`config.mk`:
```
export PLATFORM = sky130hd
export DESIGN_NAME = bem_front
export DESIGN_NICKNAME = d
export VERILOG_FILES = /design/src/rtl/bem_pkg.sv /design/src/rtl/bem_front.sv
export SDC_FILE = /design/constraint.sdc
export NUM_CORES = 2
export LEC_CHECK = 0
export BUFFER_PORTS_ARGS = -buffer_cell sky130_fd_sc_hd__buf_2
export CORE_ASPECT_RATIO = 1.1
export CORE_UTILIZATION = 50
export DETAILED_ROUTE_END_ITERATION = 6
export GPL_ROUTABILITY_DRIVEN = 0
export PLACE_DENSITY = 0.79
export SETUP_SLACK_MARGIN = 0.02
export SLEW_MARGIN = 20
export SYNTH_ARGS = -nofsm -noshare
export SYNTH_HDL_FRONTEND = slang
export SYNTH_SLANG_ARGS = --single-unit
```
`constraint.sdc`:
```
create_clock -name clk -period 3.45 [get_ports clk]
set_clock_uncertainty 0.05 [all_clocks]
set_input_delay 0.1725 -clock clk [delete_from_list [all_inputs] [get_ports clk]]
set_output_delay 0.1725 -clock clk [all_outputs]
set_load 0.005 [all_outputs]
```
`src/rtl/bem_pkg.sv`:
```
// ============================================================================
// bem_pkg
// Shared types, widths and constants of the band-pass envelope magnitude block.
// ============================================================================
`default_nettype none

package bem_pkg;

    localparam int FREQ_W      = 24;          // frequency and edge width
    localparam int WF_W        = 17;          // width fraction, Q1.16 up to 1.0
    localparam int STEEP_W     = 3;
    localparam int MAX_STEEP   = 7;
    localparam int Q_W         = 17;          // Q16 values up to 1.0
    localparam int POS_W       = 16;          // position quotient bits
    localparam int DIV_W       = FREQ_W + 1;  // numerator, divisor, zone limits
    localparam int N_LANES     = 2;
    localparam int LANE_HP     = 0;           // high-pass term (low edge)
    localparam int LANE_LP     = 1;           // low-pass term (high edge)
    localparam int QS_LAT      = 6;           // stages of one sine unit
    localparam int QUEUE_DEPTH = 4;
    localparam int CFG_IDX_W   = 2;
    localparam int CFG_DATA_W  = 24;

    localparam logic [Q_W-1:0] ONE_Q16  = 17'h10000;
    localparam logic [31:0]    SIN_C1   = 32'd1686629713;
    localparam logic [31:0]    SIN_C3   = 32'd693598668;
    localparam logic [31:0]    SIN_C5   = 32'd85569306;
    localparam logic [31:0]    SIN_C7   = 32'd5026995;
    localparam logic [31:0]    SIN_C9   = 32'd172272;

    typedef enum logic [CFG_IDX_W-1:0] {
        CFG_LOW_EDGE   = 2'd0,
        CFG_HIGH_EDGE  = 2'd1,
        CFG_WIDTH      = 2'd2,
        CFG_STEEPNESS  = 2'd3
    } cfg_idx_t;

    typedef enum logic [1:0] {
        TERM_ZERO = 2'd0,
        TERM_ONE  = 2'd1,
        TERM_ZONE = 2'd2
    } term_t;

    typedef struct packed {
        logic [FREQ_W-1:0]  low_edge;
        logic [FREQ_W-1:0]  high_edge;
        logic [WF_W-1:0]    width_fraction;
        logic [STEEP_W-1:0] steepness;
    } cfg_t;

    // classified word handed from front to back
    typedef struct packed {
        term_t [N_LANES-1:0]             code;
        logic  [N_LANES-1:0][DIV_W-1:0]  num;
    } cls_word_t;

    // zone divisors (2 * half width) per lane
    typedef struct packed {
        logic [N_LANES-1:0][DIV_W-1:0] dv;
    } div_pair_t;

    // one item in the sine chain
    typedef struct packed {
        logic                           valid;
        term_t [N_LANES-1:0]            code;
        logic  [N_LANES-1:0][Q_W-1:0]   x;
    } lane_t;

endpackage

`default_nettype wire

```
`src/rtl/bem_front.sv`:
```
// ============================================================================
// bem_front
// Derives zone limits from the edges and classifies each frequency per term.
// ============================================================================
`default_nettype none

module bem_front
    import bem_pkg::*;
(
    input  wire logic              clk,
    input  wire logic              rst_n,
    input  wire cfg_t              cfg,
    input  wire logic              in_valid,
    input  wire logic [FREQ_W-1:0] freq_in,
    output logic                   push,
    output cls_word_t              word,
    output div_pair_t              divs
);

    logic [N_LANES-1:0][FREQ_W-1:0] aw_reg;
    logic [N_LANES-1:0][DIV_W-1:0]  lo_reg, hi_reg, dv_reg;
    logic [FREQ_W-1:0]              f1_reg, f2_reg;
    logic                           v1_reg, v2_reg;
    logic [N_LANES-1:0][FREQ_W-1:0] edge_val;
    logic [N_LANES-1:0][FREQ_W+WF_W-1:0] aw_prod;

    assign edge_val[LANE_HP] = cfg.low_edge;
    assign edge_val[LANE_LP] = cfg.high_edge;

    // half width = floor(edge * width / 2^16), never above edge
    always_comb
    begin
        for (int l = 0; l < N_LANES; l++)
        begin
            aw_prod[l] = (FREQ_W+WF_W)'(edge_val[l]) * (FREQ_W+WF_W)'(cfg.width_fraction);
        end
    end

    always_ff @(posedge clk)
    begin
        for (int l = 0; l < N_LANES; l++)
        begin
            aw_reg[l] <= aw_prod[l][FREQ_W+15:16];
            lo_reg[l] <= {1'b0, edge_val[l]} - {1'b0, aw_reg[l]};
            hi_reg[l] <= {1'b0, edge_val[l]} + {1'b0, aw_reg[l]};
            dv_reg[l] <= {aw_reg[l], 1'b0};
        end
        f1_reg <= freq_in;
        f2_reg <= f1_reg;
    end

    always_ff @(posedge clk or negedge rst_n)
    begin
        if (!rst_n)
        begin
            v1_reg <= 1'b0;
            v2_reg <= 1'b0;
        end
        else
        begin
            v1_reg <= in_valid;
            v2_reg <= v1_reg;
        end
    end

    // below / above / inside the zone; high-pass rises, low-pass falls
    always_comb
    begin
        for (int l = 0; l < N_LANES; l++)
        begin
            word.num[l] = {1'b0, f2_reg} - lo_reg[l];
            if ({1'b0, f2_reg} < lo_reg[l])
            begin
                word.code[l] = (l == LANE_HP) ? TERM_ZERO : TERM_ONE;
            end
            else if ({1'b0, f2_reg} >= hi_reg[l])
            begin
                word.code[l] = (l == LANE_HP) ? TERM_ONE : TERM_ZERO;
            end
            else
            begin
                word.code[l] = TERM_ZONE;
            end
        end
    end

    assign push    = v2_reg;
    assign divs.dv = dv_reg;

endmodule

`default_nettype wire

```
* After elaboration in Yosys (flattened, before gate mapping)
Index checks and enable logic that the tools add are counted.
** Storage, ports and cells
- Bits in registers :: 246
- Bits in latches :: 0
- Bits in writable memories :: 0
- Bits in read-only memories :: 0
- Input port bits :: 95
- Output and inout bits :: 105
- Logic and storage cells :: 28
- Memories kept :: 0
** Operators by class
- Add/sub/neg operators :: 6
- $mul :: 2
- Div/mod/pow operators :: 0
- Magnitude comparators :: 4
- Eq/ne operators :: 0
- Shift operators :: 0
- Muxes and demuxes :: 4
- Bitwise logic cells :: 0
- Reduce and logical (&&, ||, !) cells :: 0
** Operators by type and width (count)
- 24-bit by 17-bit multiplier with 40-bit output :: 2
- 24-bit by 24-bit adder with 25-bit output :: 2
- 24-bit by 25-bit >= comparator with 1-bit output :: 2
- 24-bit by 25-bit < comparator with 1-bit output :: 2
- 24-bit by 24-bit subtractor with 25-bit output :: 2
- 24-bit by 25-bit subtractor with 25-bit output :: 2
- 2-bit two-way mux :: 4

* Depth between registers and ports, before layout
- Depth in word-level cells :: 3
- Mapped depth :: 24
- Depth with buffers taken out :: 23

* Least setup slack after synthesis
No wires, ideal clock.
- Path kind :: input-to-reg
- Start point :: in cfg[5] (netlist bit)
- End point :: reg aw_reg[44] (netlist bit)
- Library setup time :: 0.072 ns
- Arrival :: 5.813 ns
- Required time :: 3.328 ns
- Slack :: -2.484 ns
- Stages on the path :: 23
- Buffers on the path :: 2
- Cell sequence :: clkbuf_1 clkbuf_1 nand2_1 fa_1 inv_1 fa_1 inv_1 fa_1 inv_1 fa_1 fa_1 inv_1 fa_1 inv_1 ha_1 nand3_1 or3_1 a2111oi_2 o21a_1 o211ai_1 nor2b_1 o21bai_1 xor2_1
** RTL lines
- start, declared :: RTL line bem_front.sv:12 : input wire cfg_t cfg,
- end signal, assigned by index :: RTL line bem_front.sv:43 : aw_reg[l] <= aw_prod[l][FREQ_W+15:16];
- end, declared :: RTL line bem_front.sv:20 : logic [N_LANES-1:0][FREQ_W-1:0] aw_reg;

==> results.sh <==
export IMPL_clk_pin_slew_ns=0.07
export IMPL_layout_drive_gt1_share_pct=19.2
export IMPL_synth_seq_cells=244
export IMPL_avgViaCountPerCell=5.35
export IMPL_place_ws_ns=-2.66
export IMPL_synth_cell_types=88
export IMPL_start_util_pct=50.5
export IMPL_crit_path_end="aw_reg[44]$_DFF_P_"
export IMPL_synth_edf_count=0
export IMPL_largest_reg_flops=50
export IMPL_syn_area_per_cell_um2=8.74
export IMPL_synth_area_top_cells="fa_1 (34%), ha_1 (13%), dfxtp_1 (13%), inv_1 (10%), nand2_1 (5.6%)"
export IMPL_slew_headroom_pct=61.0
export IMPL_rr_worst_depth=12
export IMPL_maxSlewViolCount=0
export IMPL_arrival_ns=5.98
export IMPL_finalHoldViolCount=0
export IMPL_dr_first_iter_drc_count=2531
export IMPL_fin_nets=6068
export IMPL_nFillCells=5860
export IMPL_cp_startpoint="cfg[8]"
export IMPL_worstPathMaxFanout=7
export IMPL_chipWidth_um=266
export IMPL_num_io_pins=200
export IMPL_hpwl_um=88700
export IMPL_coreArea_mm2=0.0759
export IMPL_yosys_cell_count_top_type="inv_1"
export IMPL_grt_total_usage_pct=28.3
export IMPL_min_path_type="input pin to flip-flop"
export IMPL_maxCapViolations=0
export IMPL_clk_latency_ns=0.53
export IMPL_async_reset_ff_share_pct=0.820
export IMPL_dieArea_mm2=0.0777
export IMPL_reg2reg_from="aw_reg[0]$_DFF_P_"
export IMPL_regToRegSetupSlack_ns=0.26
export IMPL_status="complete, but fails checks"
export IMPL_grt_pass1_vias=33400
export IMPL_die_h_um=292
export IMPL_grt_first_pass_wirelength_um=173000
export IMPL_io_buffers=194
export IMPL_worst_pin_slew_ns=0.582
export IMPL_synth_top_area_share_pct=34.4
export IMPL_synth_commonest_cells="inv_1 (1016), fa_1 (658), nand2_1 (573)"
export IMPL_grt_overflow=0
export IMPL_violations="negative setup slack"
export IMPL_fmax_mhz=179
export IMPL_via_count=31900
export IMPL_cts_buffer_depth=3
export IMPL_root_buffer="clkbuf_16"
export IMPL_setup_violations=48
export IMPL_cp_required_ns=3.86
export IMPL_timing_final_crit_share_pct=162
export IMPL_cts_buffers=21
export IMPL_area_delta_synth_final_pct=21.4
export IMPL_fin_ws_ns=-2.12
export IMPL_yosys_area_top_type="fa_1"
export IMPL_rsz0062_at_grt="true"
export IMPL_synth_cells=4380
export IMPL_start_kind="input pin"
export IMPL_drt_total_wl_um=111000
export IMPL_crit_type="input pin to flip-flop"
export IMPL_clock_sinks=244
export IMPL_cts_htree_levels=1
export IMPL_synth_area_mm2=0.0383
export IMPL_grt_start_max_net_pins=28
export IMPL_synthFlopType="dfxtp_1"
export IMPL_drc_errors=0
export IMPL_worstSetupEndpointType="flip-flop"
export IMPL_yosysWarnings=0
export IMPL_cts_tree="yes"
export IMPL_regToRegEndpoint="hi_reg[22]$_DFF_P_"
export IMPL_antenna_found_initial=4
export IMPL_postRouteAntennaNets=0
export IMPL_seq_area_frac_synth_pct=12.8
export IMPL_period_minus_slack_ns=5.57
export IMPL_drt_first_pass_iters=5
export IMPL_rows=106
export IMPL_wl_per_cell_um=18.7
==> cell type report <==
cell class	count	area (µm²)	share of cell area, %
Antenna cell	6	15.0	0.0323
Clock buffer	23	533	1.15
Clock inverter	15	155	0.334
Inverter	1018	3820	8.23
Multi-Input combinational cell	2940	30000	64.6
Sequential cell	244	4910	10.6
Tap cell	1026	1280	2.76
Timing Repair Buffer	682	5700	12.3
==> cells by family (layout without fill, tap and decap cells) <==
| family | after synthesis | after routing | synth area share, % |
|---|---|---|---|
| AO/OA/AOI/OAI | 483 | 483 | 8.54 |
| XOR/XNOR | 173 | 173 | 3.96 |
| adder cells (fa/ha/maj) | 1066 | 1066 | 47.8 |
| buffers and inverters | 1197 | 1738 | 11.8 |
| flip-flops | 244 | 244 | 12.8 |
| multiplexers | 1 | 1 | 0.0262 |
| other | 1 | 8 | 0.00980 |
| AND/OR/NAND/NOR | 1215 | 1215 | 15.1 |
==> timing repair <==
item                       in CTS  in global routing
buffers inserted               38                 31
gates cloned                    6                  1
pin swaps                     121                 92
setup endpoints to repair      63                 64
hold buffers                   27                  0
resized for setup             198                117
hold endpoints to repair       27                  0
==> critical path, cell delays in order <==
cell	delay, ns
buf_12	0.11
buf_12	0.13
buf_6	0.12
buf_6	0.13
and2_4	0.15
fa_1	0.50
inv_2	0.05
fa_2	0.55
fa_1	0.44
inv_1	0.10
fa_1	0.44
fa_1	0.53
inv_1	0.07
fa_1	0.53
inv_2	0.06
ha_4	0.26
nand4_1	0.14
buf_4	0.19
a2111oi_4	0.42
o21a_1	0.26
o211ai_1	0.13
nor2b_2	0.17
o21bai_1	0.16
xor2_1	0.16
==> worst min-delay path by stage <==
| stage | startpoint | slack, ns | to | depth (start not counted) |
|---|---|---|---|---|
| 2_1_floorplan | rst_n | -0.17 | push$_DFF_PN0_ | 0 |
| 3_3_place_gp | rst_n | -0.09 | push$_DFF_PN0_ | 1 |
| 3_5_place_dp | rst_n | -0.09 | push$_DFF_PN0_ | 1 |
| 4_1_cts | cfg[20] | 0.18 | hi_reg[25]$_DFF_P_ | 5 |
| 5_1_grt | freq_in[22] | 0.22 | f1_reg[22]$_DFF_P_ | 2 |
| 6_report | cfg[20] | 0.20 | hi_reg[25]$_DFF_P_ | 5 |
==> layout by cell type (no fill, tap or decap), types with 11 or more instances in the layout <==
cell           netlist  final
nor3_1              39     34
ha_1               408    379
a31oi_1             19     11
o21bai_1            24     22
nor2b_1             43     38
a21oi_2              4     24
xor2_1              55     55
fa_2                 0     31
dlygate4sd3_1        0     27
inv_1             1016    979
dfxtp_1            242    230
xnor2_1            118    117
and3_1              21     19
nand4_1             16     16
buf_4                3    380
o21ai_0             64     45
a21oi_1            147    119
nand2b_1            23     23
nand3_1             35     30
o21ai_1              9     17
clkbuf_16            0     22
a21o_1              70     70
buf_6                1     38
nand2_1            573    560
buf_2                9    170
buf_12               0     50
o21a_1              32     31
fa_1               658    627
inv_2                1     37
ha_4                 0     28
and2_1             295    286
nor2_1             129    126
==> per-stage QoR <==
step / hold WS [ns] / setup TNS (ns) / util (%) / area (µm²) / std cells
floorplan: -0.173 / -79.90 / - / 39300 / 4381
global placement: -0.0939 / -109.46 / 57.4 / 43600 / 5814
detailed placement: -0.0914 / -113.59 / 57.4 / 43600 / 5814
CTS: 0.183 / -81.58 / 60.3 / 45800 / 5921
global route: 0.217 / -91.36 / 61.2 / 46500 / 5950
finish: 0.200 / -84.10 / 61.3 / 46500 / 5954
==> metal layers <==
| metal | routed length (µm) | up-vias | global-route usage [%] |
|---|---|---|---|
| li1 | - | 14300 | - |
| met3 | 9960 | 371 | 4.04 |
| met4 | 7510 | 4 | 15.9 |
| met5 | 18 | - | 0 |
| met2 | 52200 | 1612 | 47.2 |
| met1 | 41500 | 15600 | 35.0 |
Power is not shown: default switching activity piles up to over one toggle a cycle in this logic, so the estimate is an artifact.
