<file path="src/rtl/bem_pkg.sv">
// ============================================================================
// bem_pkg
// Shared types, widths and constants of the band-pass envelope magnitude block.
// ============================================================================
`default_nettype none

package bem_pkg;

    localparam int FREQ_W      = 24;          // frequency and edge width
    localparam int WF_W        = 17;          // width fraction, Q1.16 up to 1.0
    localparam int STEEP_W     = 3;
    localparam int MAX_STEEP   = 7;
    localparam int Q_W         = 17;          // Q16 values up to 1.0
    localparam int POS_W       = 16;          // position quotient bits
    localparam int DIV_W       = FREQ_W + 1;  // numerator, divisor, zone limits
    localparam int N_LANES     = 2;
    localparam int LANE_HP     = 0;           // high-pass term (low edge)
    localparam int LANE_LP     = 1;           // low-pass term (high edge)
    localparam int QS_LAT      = 6;           // stages of one sine unit
    localparam int QUEUE_DEPTH = 4;
    localparam int CFG_IDX_W   = 2;
    localparam int CFG_DATA_W  = 24;

    localparam logic [Q_W-1:0] ONE_Q16  = 17'h10000;
    localparam logic [31:0]    SIN_C1   = 32'd1686629713;
    localparam logic [31:0]    SIN_C3   = 32'd693598668;
    localparam logic [31:0]    SIN_C5   = 32'd85569306;
    localparam logic [31:0]    SIN_C7   = 32'd5026995;
    localparam logic [31:0]    SIN_C9   = 32'd172272;

    typedef enum logic [CFG_IDX_W-1:0] {
        CFG_LOW_EDGE   = 2'd0,
        CFG_HIGH_EDGE  = 2'd1,
        CFG_WIDTH      = 2'd2,
        CFG_STEEPNESS  = 2'd3
    } cfg_idx_t;

    typedef enum logic [1:0] {
        TERM_ZERO = 2'd0,
        TERM_ONE  = 2'd1,
        TERM_ZONE = 2'd2
    } term_t;

    typedef struct packed {
        logic [FREQ_W-1:0]  low_edge;
        logic [FREQ_W-1:0]  high_edge;
        logic [WF_W-1:0]    width_fraction;
        logic [STEEP_W-1:0] steepness;
    } cfg_t;

    // classified word handed from front to back
    typedef struct packed {
        term_t [N_LANES-1:0]             code;
        logic  [N_LANES-1:0][DIV_W-1:0]  num;
    } cls_word_t;

    // zone divisors (2 * half width) per lane
    typedef struct packed {
        logic [N_LANES-1:0][DIV_W-1:0] dv;
    } div_pair_t;

    // one item in the sine chain
    typedef struct packed {
        logic                           valid;
        term_t [N_LANES-1:0]            code;
        logic  [N_LANES-1:0][Q_W-1:0]   x;
    } lane_t;

endpackage

`default_nettype wire

</file>
<file path="src/rtl/bem_queue.sv">
// ============================================================================
// bem_queue
// Short word queue between the classifying front and the arithmetic back.
// ============================================================================
`default_nettype none

module bem_queue
    import bem_pkg::*;
(
    input  wire logic      clk,
    input  wire logic      rst_n,
    input  wire logic      push,
    input  wire cls_word_t wdata,
    input  wire logic      pop,
    output cls_word_t      rdata,
    output logic           empty,
    output logic           almost_full
);

    localparam int PTR_W = $clog2(QUEUE_DEPTH);
    localparam int CNT_W = PTR_W + 1;

    cls_word_t          mem [QUEUE_DEPTH];
    logic [PTR_W-1:0]   wr_ptr_reg, wr_ptr_next;
    logic [PTR_W-1:0]   rd_ptr_reg, rd_ptr_next;
    logic [CNT_W-1:0]   count_reg, count_next;
    logic               do_pop;

    assign do_pop = pop && (count_reg != '0);

    always_comb
    begin
        wr_ptr_next = push   ? wr_ptr_reg + 1'b1 : wr_ptr_reg;
        rd_ptr_next = do_pop ? rd_ptr_reg + 1'b1 : rd_ptr_reg;
        count_next  = count_reg;
        if (push && !do_pop)
        begin
            count_next = count_reg + 1'b1;
        end
        else if (!push && do_pop)
        begin
            count_next = count_reg - 1'b1;
        end
    end

    always_ff @(posedge clk or negedge rst_n)
    begin
        if (!rst_n)
        begin
            wr_ptr_reg <= '0;
            rd_ptr_reg <= '0;
            count_reg  <= '0;
        end
        else
        begin
            wr_ptr_reg <= wr_ptr_next;
            rd_ptr_reg <= rd_ptr_next;
            count_reg  <= count_next;
        end
    end

    always_ff @(posedge clk)
    begin
        if (push)
        begin
            mem[wr_ptr_reg] <= wdata;
        end
    end

    assign rdata       = mem[rd_ptr_reg];
    assign empty       = (count_reg == '0);
    // front holds up to two words in flight
    assign almost_full = (count_reg >= CNT_W'(QUEUE_DEPTH - 2));

endmodule

`default_nettype wire

</file>
<file path="config.mk">
export PLATFORM = sky130hd
export DESIGN_NAME = bem_queue
export DESIGN_NICKNAME = d
export VERILOG_FILES = /design/src/rtl/bem_pkg.sv /design/src/rtl/bem_queue.sv
export SDC_FILE = /design/constraint.sdc
export NUM_CORES = 1
export LEC_CHECK = 0
export BUFFER_PORTS_ARGS = -buffer_cell sky130_fd_sc_hd__buf_2
export CAP_MARGIN = 15
export CELL_PAD_IN_SITES_DETAIL_PLACEMENT = 1
export CELL_PAD_IN_SITES_GLOBAL_PLACEMENT = 1
export CORE_MARGIN = 10
export CORE_UTILIZATION = 54
export CTS_CLUSTER_DIAMETER = 50
export DETAILED_ROUTE_END_ITERATION = 16
export PLACE_DENSITY_LB_ADDON = 0.1
export SYNTH_ARGS = -nofsm -noshare
export SYNTH_HDL_FRONTEND = slang
export SYNTH_SLANG_ARGS = --single-unit
</file>
<file path="constraint.sdc">
create_clock -name clk -period 5.8 [get_ports clk]
set_input_delay 0.58 -clock clk [delete_from_list [all_inputs] [get_ports clk]]
set_output_delay 0.58 -clock clk [all_outputs]
set_load 0.01 [all_outputs]
</file>
# ---- Yosys cells after proc, flatten, opt, wreduce, memory -nomap -nowiden
# Memory sizes are Yosys's and may differ from the RTL's.
# Index checks and enable logic that the tools add are counted.
dict set report word_totals {
  rom_bits 0
  output_inout_bits 56
  elab_cells 21
  inputBits 58
  mem_bits_rw 216
  n_memories 1
  latch_bits 0
  register_bits 7
}
dict set report op_classes {
  n_shift 0
  n_mux 4
  bitwise 0
  n_mul 0
  n_lt_le_gt_ge 1
  n_eq_ne 0
  add_sub_neg 4
  div 0
  n_reduce_logical 8
}
# memory words word_bits read_ports rd_clocked_by_memory_dff write_ports line
set mem_list {}
lappend mem_list {mem 4 54 1 0 1 bem_queue.sv:23} ;# cls_word_t mem [QUEUE_DEPTH];
# operator count
set op_table {}
lappend op_table {{3-bit two-way mux} 2}
lappend op_table {{2-bit by 1-bit adder with 2-bit output (second input constant)} 2}
lappend op_table {{3-bit by 1-bit adder with 3-bit output (second input constant)} 1}
lappend op_table {{3-bit by 2-bit >= comparator with 1-bit output (second input constant)} 1}
lappend op_table {{1-bit logical AND} 3}
lappend op_table {{3-bit zero test} 1}
lappend op_table {{3-bit nonzero test} 1}
lappend op_table {{3-bit by 1-bit subtractor with 3-bit output (second input constant)} 1}
lappend op_table {{1-bit zero test} 2}
lappend op_table {{1-bit two-way mux} 2}
lappend op_table {{2-bit nonzero test} 1}

# ---- Depth between registers and ports, before layout
# Gate-level depths: netlist (run 1).
dict set report depth {
  ltp_word 5
  depth_mapped 8
  ltp_nobuf 8
}

# ---- Worst setup path after synthesis (run 1)
# Ideal clock, no wire load.
dict set report synth_path {
  path_kind {flip-flop to flip-flop}
  startpoint {register wr_ptr_reg[0]}
  endpoint {memory mem[0][0] (netlist name), enable pin}
  stages_incl_launch_ff 4
  t_required_ps 5383
  synth_period_minus_slack_ps 2320
  path_slack_ps 3480
  setup_time_ps 417
  t_arrival_ps 1902
  n_path_buf 0
  cell_sequence {dfrtp_1 > inv_1 > ha_1 > and2_1}
}
# element line
set synth_rtl {}
lappend synth_rtl {{start: declaration} bem_queue.sv:24} ;# logic [PTR_W-1:0] wr_ptr_reg, wr_ptr_next;
lappend synth_rtl {{start signal: assignment} bem_queue.sv:56} ;# wr_ptr_reg <= wr_ptr_next;
lappend synth_rtl {{end: declaration} bem_queue.sv:23}
# Straight into the memory's write port.

==> impl_metrics.toml, run 1 <==
[logic_synthesis]
synth-async-reset-ratio_pct = 3.139
synth.distinct_cells = 19
yosysTopAreaCell = "edfxtp_1"
syn_area_um2 = 8192
synth.yosys.seq_area_share_pct = 81.32
synth_warnings = 0
syn_inst = 317
yosysMostFrequentCell = "edfxtp_1"
yosysTopAreaCellShare_pct = 79.18
synthFlopType = "edfxtp_1"
synth.area.top_cells = "edfxtp_1 (79%), mux4_2 (15%), dfrtp_1 (2.1%)"
yosys-top-cells-count = "edfxtp_1 (216), mux4_2 (54), dfrtp_1 (7), buf_2 (6)"
syn-num-nets = 381
ys_ff_latch = 223
avgSynthCellArea_um2 = 25.84
synth-edff-count = 216

[global_route]
use_met1_pct = 21.28
grt_usage_pct = 16.98
use_met2_pct = 29.45
busiest_layer = "met2"
grt_start_max_net_pins = 40
gr-total-overflow = 0
antenna_found_initial = 0
grt_first_pass_wirelength_mm = 26.25
grt_pass1_vias = 4310
use_met3_pct = 4.080

[power]
p_leak_nw = 3.372
power.density_nw_per_um2 = 525.7
ir_worst_vdd_v = 0.0002777
finalPower_mw = 5.113

[cts]
cts_setup_buffers = 0
cts_buffer_depth = 3
clock-root-buffer = "clkbuf_16"
clk_pin_slew_worst_paths_ns = 0.06
cts_made_buffers = 23
insertion_delay_ns = 0.51
h-tree-depth = 1
cts_tree = "built"
cts.sinks = 223

[sta]
drv_slew = 0
max_freq_mhz = 303.0
final.setup.tns_ns = 0
finalSetupViolCount = 0
max_slew.worst_pin.slew_ns = 0.8729
final.period_utilization_pct = 56.89
period_minus_slack_ns = 3.300
hold_viol_final = 0
slew_headroom_pct = 41.81
finClkSkew_ns = 0.02626
rsz0062_at_grt = "no"

[routing]
drt_iter0_markers = 242
wl_per_cell_um = 26.16
ant_nets = 0
drc = 0
num_vias = 3704
viasPerCell = 5.698
drt-pass1-iter-count = 6
wl_mm = 17.00

[cells_and_area]
postLayoutCoreUtil_pct = 66.16
final_nets = 514
design_area_um2 = 9726
nFillCells = 1177
largest_reg_flops = 216
drive_gt1_share_pct = 45.92
diodes = 0
syn2layout_area_growth_pct = 18.73

[placed_design]
placed_area_um2 = 8949
io_buffers = 113
routabilityCongestion = 0.7109
hpwl_mm = 10.54

[critical_path]
r2r-end = "mem[0][28]"
worst-path-buf-inv = 2
slowest_delay_ns = 0.82
worstSetupPathType = "reg -> out"
crit_slowest_cell = "dfrtp_4"
startpoint_type = "flip-flop"
path_max_fanout = 29
reg2reg_slack_ns = 3.53
crit_required_ns = 5.22
path_cells = "buf_4 > mux4_2 > buf_2"
reg2reg_from = "wr_ptr_reg[0]"
end_kind = "output port"
critPathArrivalTime_ns = 2.72
cp_top_family = "flip-flops"
reg2reg_depth = 4

[worst_hold_path]
min_path_cells = 1
hold_class = "in -> reg"
hold_end = "mem[3][41]"
min-delay-start = "wdata[41]"

[floorplanning]
die_h_um = 143.2
ios = 114
die_area_um2 = 20500
initial_utilization_pct = 55.73
rows = 44
core_um2 = 14700
die_w_um = 143.2

[status]
status = "completed"

[job]
max_cap_viol_count = 0
cell families after synthesis:
logic type               share of synthesized area, %
AO/OA/AOI/OAI                                 0.06104
buffers and inverters                           1.329
multiplexers                                    14.98
AND/OR/NAND/NOR                                0.6568
XOR/XNOR                                       0.6416
flip-flops                                      81.32
adder cells (fa/ha/maj)                         1.008
metal layers:
metal  vias to the layer above  wire, um
li1                       1609         -
met3                        19       914
met2                       100      8941
met4                         0       218
met5                         -         0
met1                      1976      6928
worst register-to-register path, cell delays in order (launching register included):
cell and delay (ns):
dfrtp_1 0.43, inv_1 0.11, ha_1 0.14, and2_2 0.72
buf_4 0.50
how the worst max path moves through the flow:
| stage | from | to | slack (ns) | depth (start not counted) |
|---|---|---|---|---|
| 6_report | rd_ptr_reg[0] | rdata[31] | 2.50 | 3 |
| 5_1_grt | rd_ptr_reg[0] | rdata[0] | 2.27 | 3 |
| 4_1_cts | rd_ptr_reg[0] | rdata[0] | 2.38 | 3 |
| 3_5_place_dp | rd_ptr_reg[0] | rdata[0] | 2.94 | 3 |
| 3_3_place_gp | rd_ptr_reg[0] | rdata[0] | 2.93 | 3 |
| 2_1_floorplan | wr_ptr_reg[0] | mem[0][0] | 3.48 | 3 |
metrics by stage:
step,worst slack [ns],hold WS [ns],std cells
after floorplan,3.480,0.2844,317
after CTS,2.381,0.2662,650
after detailed placement,2.937,0.4253,608
final,2.500,0.2837,650
after global placement,2.929,0.4251,608
after global routing,2.268,0.2768,650
area by class of cell:
| type | count | area, um^2 | share of cell area [%] |
|---|---|---|---|
| clock buffers | 28 | 594.3 | 6.111 |
| clock inverters | 13 | 172.7 | 1.775 |
| multi-input cells | 78 | 1426 | 14.67 |
| repair buffers | 120 | 620.6 | 6.381 |
| well taps | 184 | 230.2 | 2.367 |
| inverters | 4 | 15.01 | 0.1544 |
| flip-flops and latches | 223 | 6666 | 68.54 |
power by group:
| part | switching [mW] | internal (mW) |
|---|---|---|
| Combinational | 0.710 | 0.628 |
| Clock | 0.578 | 0.909 |
| Sequential | 0.173 | 2.12 |
| Total | 1.46 | 3.65 |
cells in the final DEF, fill, tap and decap left out:
cell type / instances
nand2_1: 2
clkbuf_1: 5
buf_2: 113
mux2_2: 1
clkinv_2: 2
fa_1: 1
nand3_1: 1
o21ai_0: 1
mux4_2: 54
inv_1: 4
clkinvlp_4: 3
nor2_1: 1
buf_4: 6
xor2_1: 3
bufinv_16: 4
or3_1: 1
ha_1: 5
dfrtp_4: 1
clkinv_1: 3
inv_6: 1
and2_2: 4
or2_2: 1
clkbuf_16: 23
dlygate4sd3_1: 1
edfxtp_1: 216
dfrtp_1: 5
xnor2_1: 3
dfrtp_2: 1
timing repair:
action	CTS	global route
hold endpoints to repair	7	0
resized for setup	0	0
hold buffers	1	0
(Power assumes the default switching activity.)
==> run 2, diff against run 1 <==
Settings changed: CORE_UTILIZATION 54 to 50.
Clock period 5.8 ns to 3.2 ns, I/O delays scaled along.
==> impl_metrics.toml, run 2 (synthesized netlist as in run 1, its figures left out) <==
[global_route]
grt_first_pass_wirelength_mm = 25.54
grt_usage_pct = 15.14
grt_pass1_vias = 4201
grt_start_max_net_pins = 36
gr-total-overflow = 0
antenna_found_initial = 0

[routing]
wl_per_cell_um = 24.25
wl_mm = 16.66
drc = 0
drt-pass1-iter-count = 4
ant_nets = 0
num_vias = 3700
drt_iter0_markers = 305
viasPerCell = 5.386

[sta]
final.period_utilization_pct = 83.14
hold_viol_final = 0
max_freq_mhz = 375.9
hold-worst-slack_ns = 0.02270
drv_slew = 0
final.setup.tns_ns = 0
rsz0062_at_grt = "no"
slew_headroom_pct = 51.39
finalSetupViolCount = 0
finClkSkew_ns = 0.02077
max_slew.worst_pin.slew_ns = 0.7292
period_minus_slack_ns = 2.661

[floorplanning]
rows = 46
die_w_um = 148.0
die_h_um = 148.0
ios = 114
initial_utilization_pct = 51.38
core_um2 = 15940
die_area_um2 = 21900

[status]
status = "completed"

[cts]
insertion_delay_ns = 0.51
cts_buffer_depth = 3
cts.sinks = 223
cts_hold_buffers = 1
cts_made_buffers = 24
cts_resized = 0
cts_tree = "built"
h-tree-depth = 1
clock-root-buffer = "clkbuf_16"
cts_setup_buffers = 0
clk_pin_slew_worst_paths_ns = 0.06

[cells_and_area]
regArea_um2 = 6666
multi_input_area_um2 = 1426
nFillCells = 1357
final_cells = 687
layout_common_cells = "edfxtp_1 (216), buf_2 (113), mux4_2 (54)"
drive_gt1_share_pct = 46.50
largest_reg_flops = 216
design_area_um2 = 9854
diodes = 0
final_nets = 517
syn2layout_area_growth_pct = 20.30
layout_commonest_cell = "edfxtp_1"

[critical_path]
critPathArrivalTime_ns = 2.34
startpoint_type = "flip-flop"
crit_start = "rd_ptr_reg[0]"
path_max_fanout = 23
crit_required_ns = 2.88
reg2reg_from = "count_reg[0]"
end_kind = "output port"
worstSetupPathType = "reg -> out"

[placed_design]
placed_cells = 642
hpwl_mm = 10.42
placed_area_um2 = 9066
routabilityCongestion = 0.6657
io_buffers = 113

[worst_hold_path]
hold_class = "in -> reg"
min-delay-start = "wdata[40]"

[power]
finalPower_mw = 9.301
p_leak_nw = 3.405
power.density_nw_per_um2 = 943.9
ir_worst_vdd_v = 0.0004684

[job]
max_cap_viol_count = 0
==> run 2: cell count changes in the layout (fill, tap and decap cells not counted), moves of 2 or more <==
cell and change:
buf_12 +5, bufinv_16 -2, clkbuf_16 +2, buf_4 -3
clkinv_4 +2
==> run 2: layout make-up <==
| type | instances | share of cell area (%) |
|---|---|---|
| Clock buffer | 29 | 6.501 |
| Clock inverter | 15 | 1.397 |
| Timing Repair Buffer | 122 | 7.085 |
| Multi-Input combinational cell | 78 | 14.47 |
| Tap cell | 216 | 2.743 |
| Sequential cell | 223 | 67.65 |
| Inverter | 4 | 0.1524 |
==> run 2: path summary, 6_finish.rpt <==
| path | end | slack [ns] | depth (start not counted) |
|---|---|---|---|
| max | rdata[18] | 0.54 | 3 |
| min | mem[3][40] | 0.02 | 1 |
| max reg2reg | count_reg[2] | 1.08 | 8 |
| min reg2reg | count_reg[2] | 0.50 | 1 |
| max in group asynchronous | rd_ptr_reg[0] | 2.80 | 2 |
| min in group asynchronous | wr_ptr_reg[1] | 0.20 | 2 |
==> run 2: routing by layer <==
metal | track usage [%] | vias up | wire length (um)
li1 | - | 1625 | -
met1 | 19.30 | 1938 | 6758
met2 | 25.11 | 118 | 8477
met3 | 4.060 | 19 | 1169
met4 | 4.163 | 0 | 252
met5 | 0 | - | 0
==> run 2: through the flow <==
step,setup slack (ns),utilization (%)
floorplan,0.8804,-
global placement,1.007,56.87
detailed placement,0.9655,56.87
CTS,0.4428,61.81
global route,0.3518,61.81
finish,0.5394,61.81
==> run 2: power breakdown <==
group | internal [mW] | switching (mW) | total, mW | leakage, nW
sequential | 3.83 | 0.302 | 4.13 | 2.06
combinational | 1.21 | 1.30 | 2.51 | 0.973
clock | 1.59 | 1.07 | 2.66 | 0.368
==> run 2: worst max-delay path: stages, from the launching register on <==
cell	delay (ns)
dfrtp_4	0.73
buf_4	0.40
mux4_2	0.55
buf_2	0.16
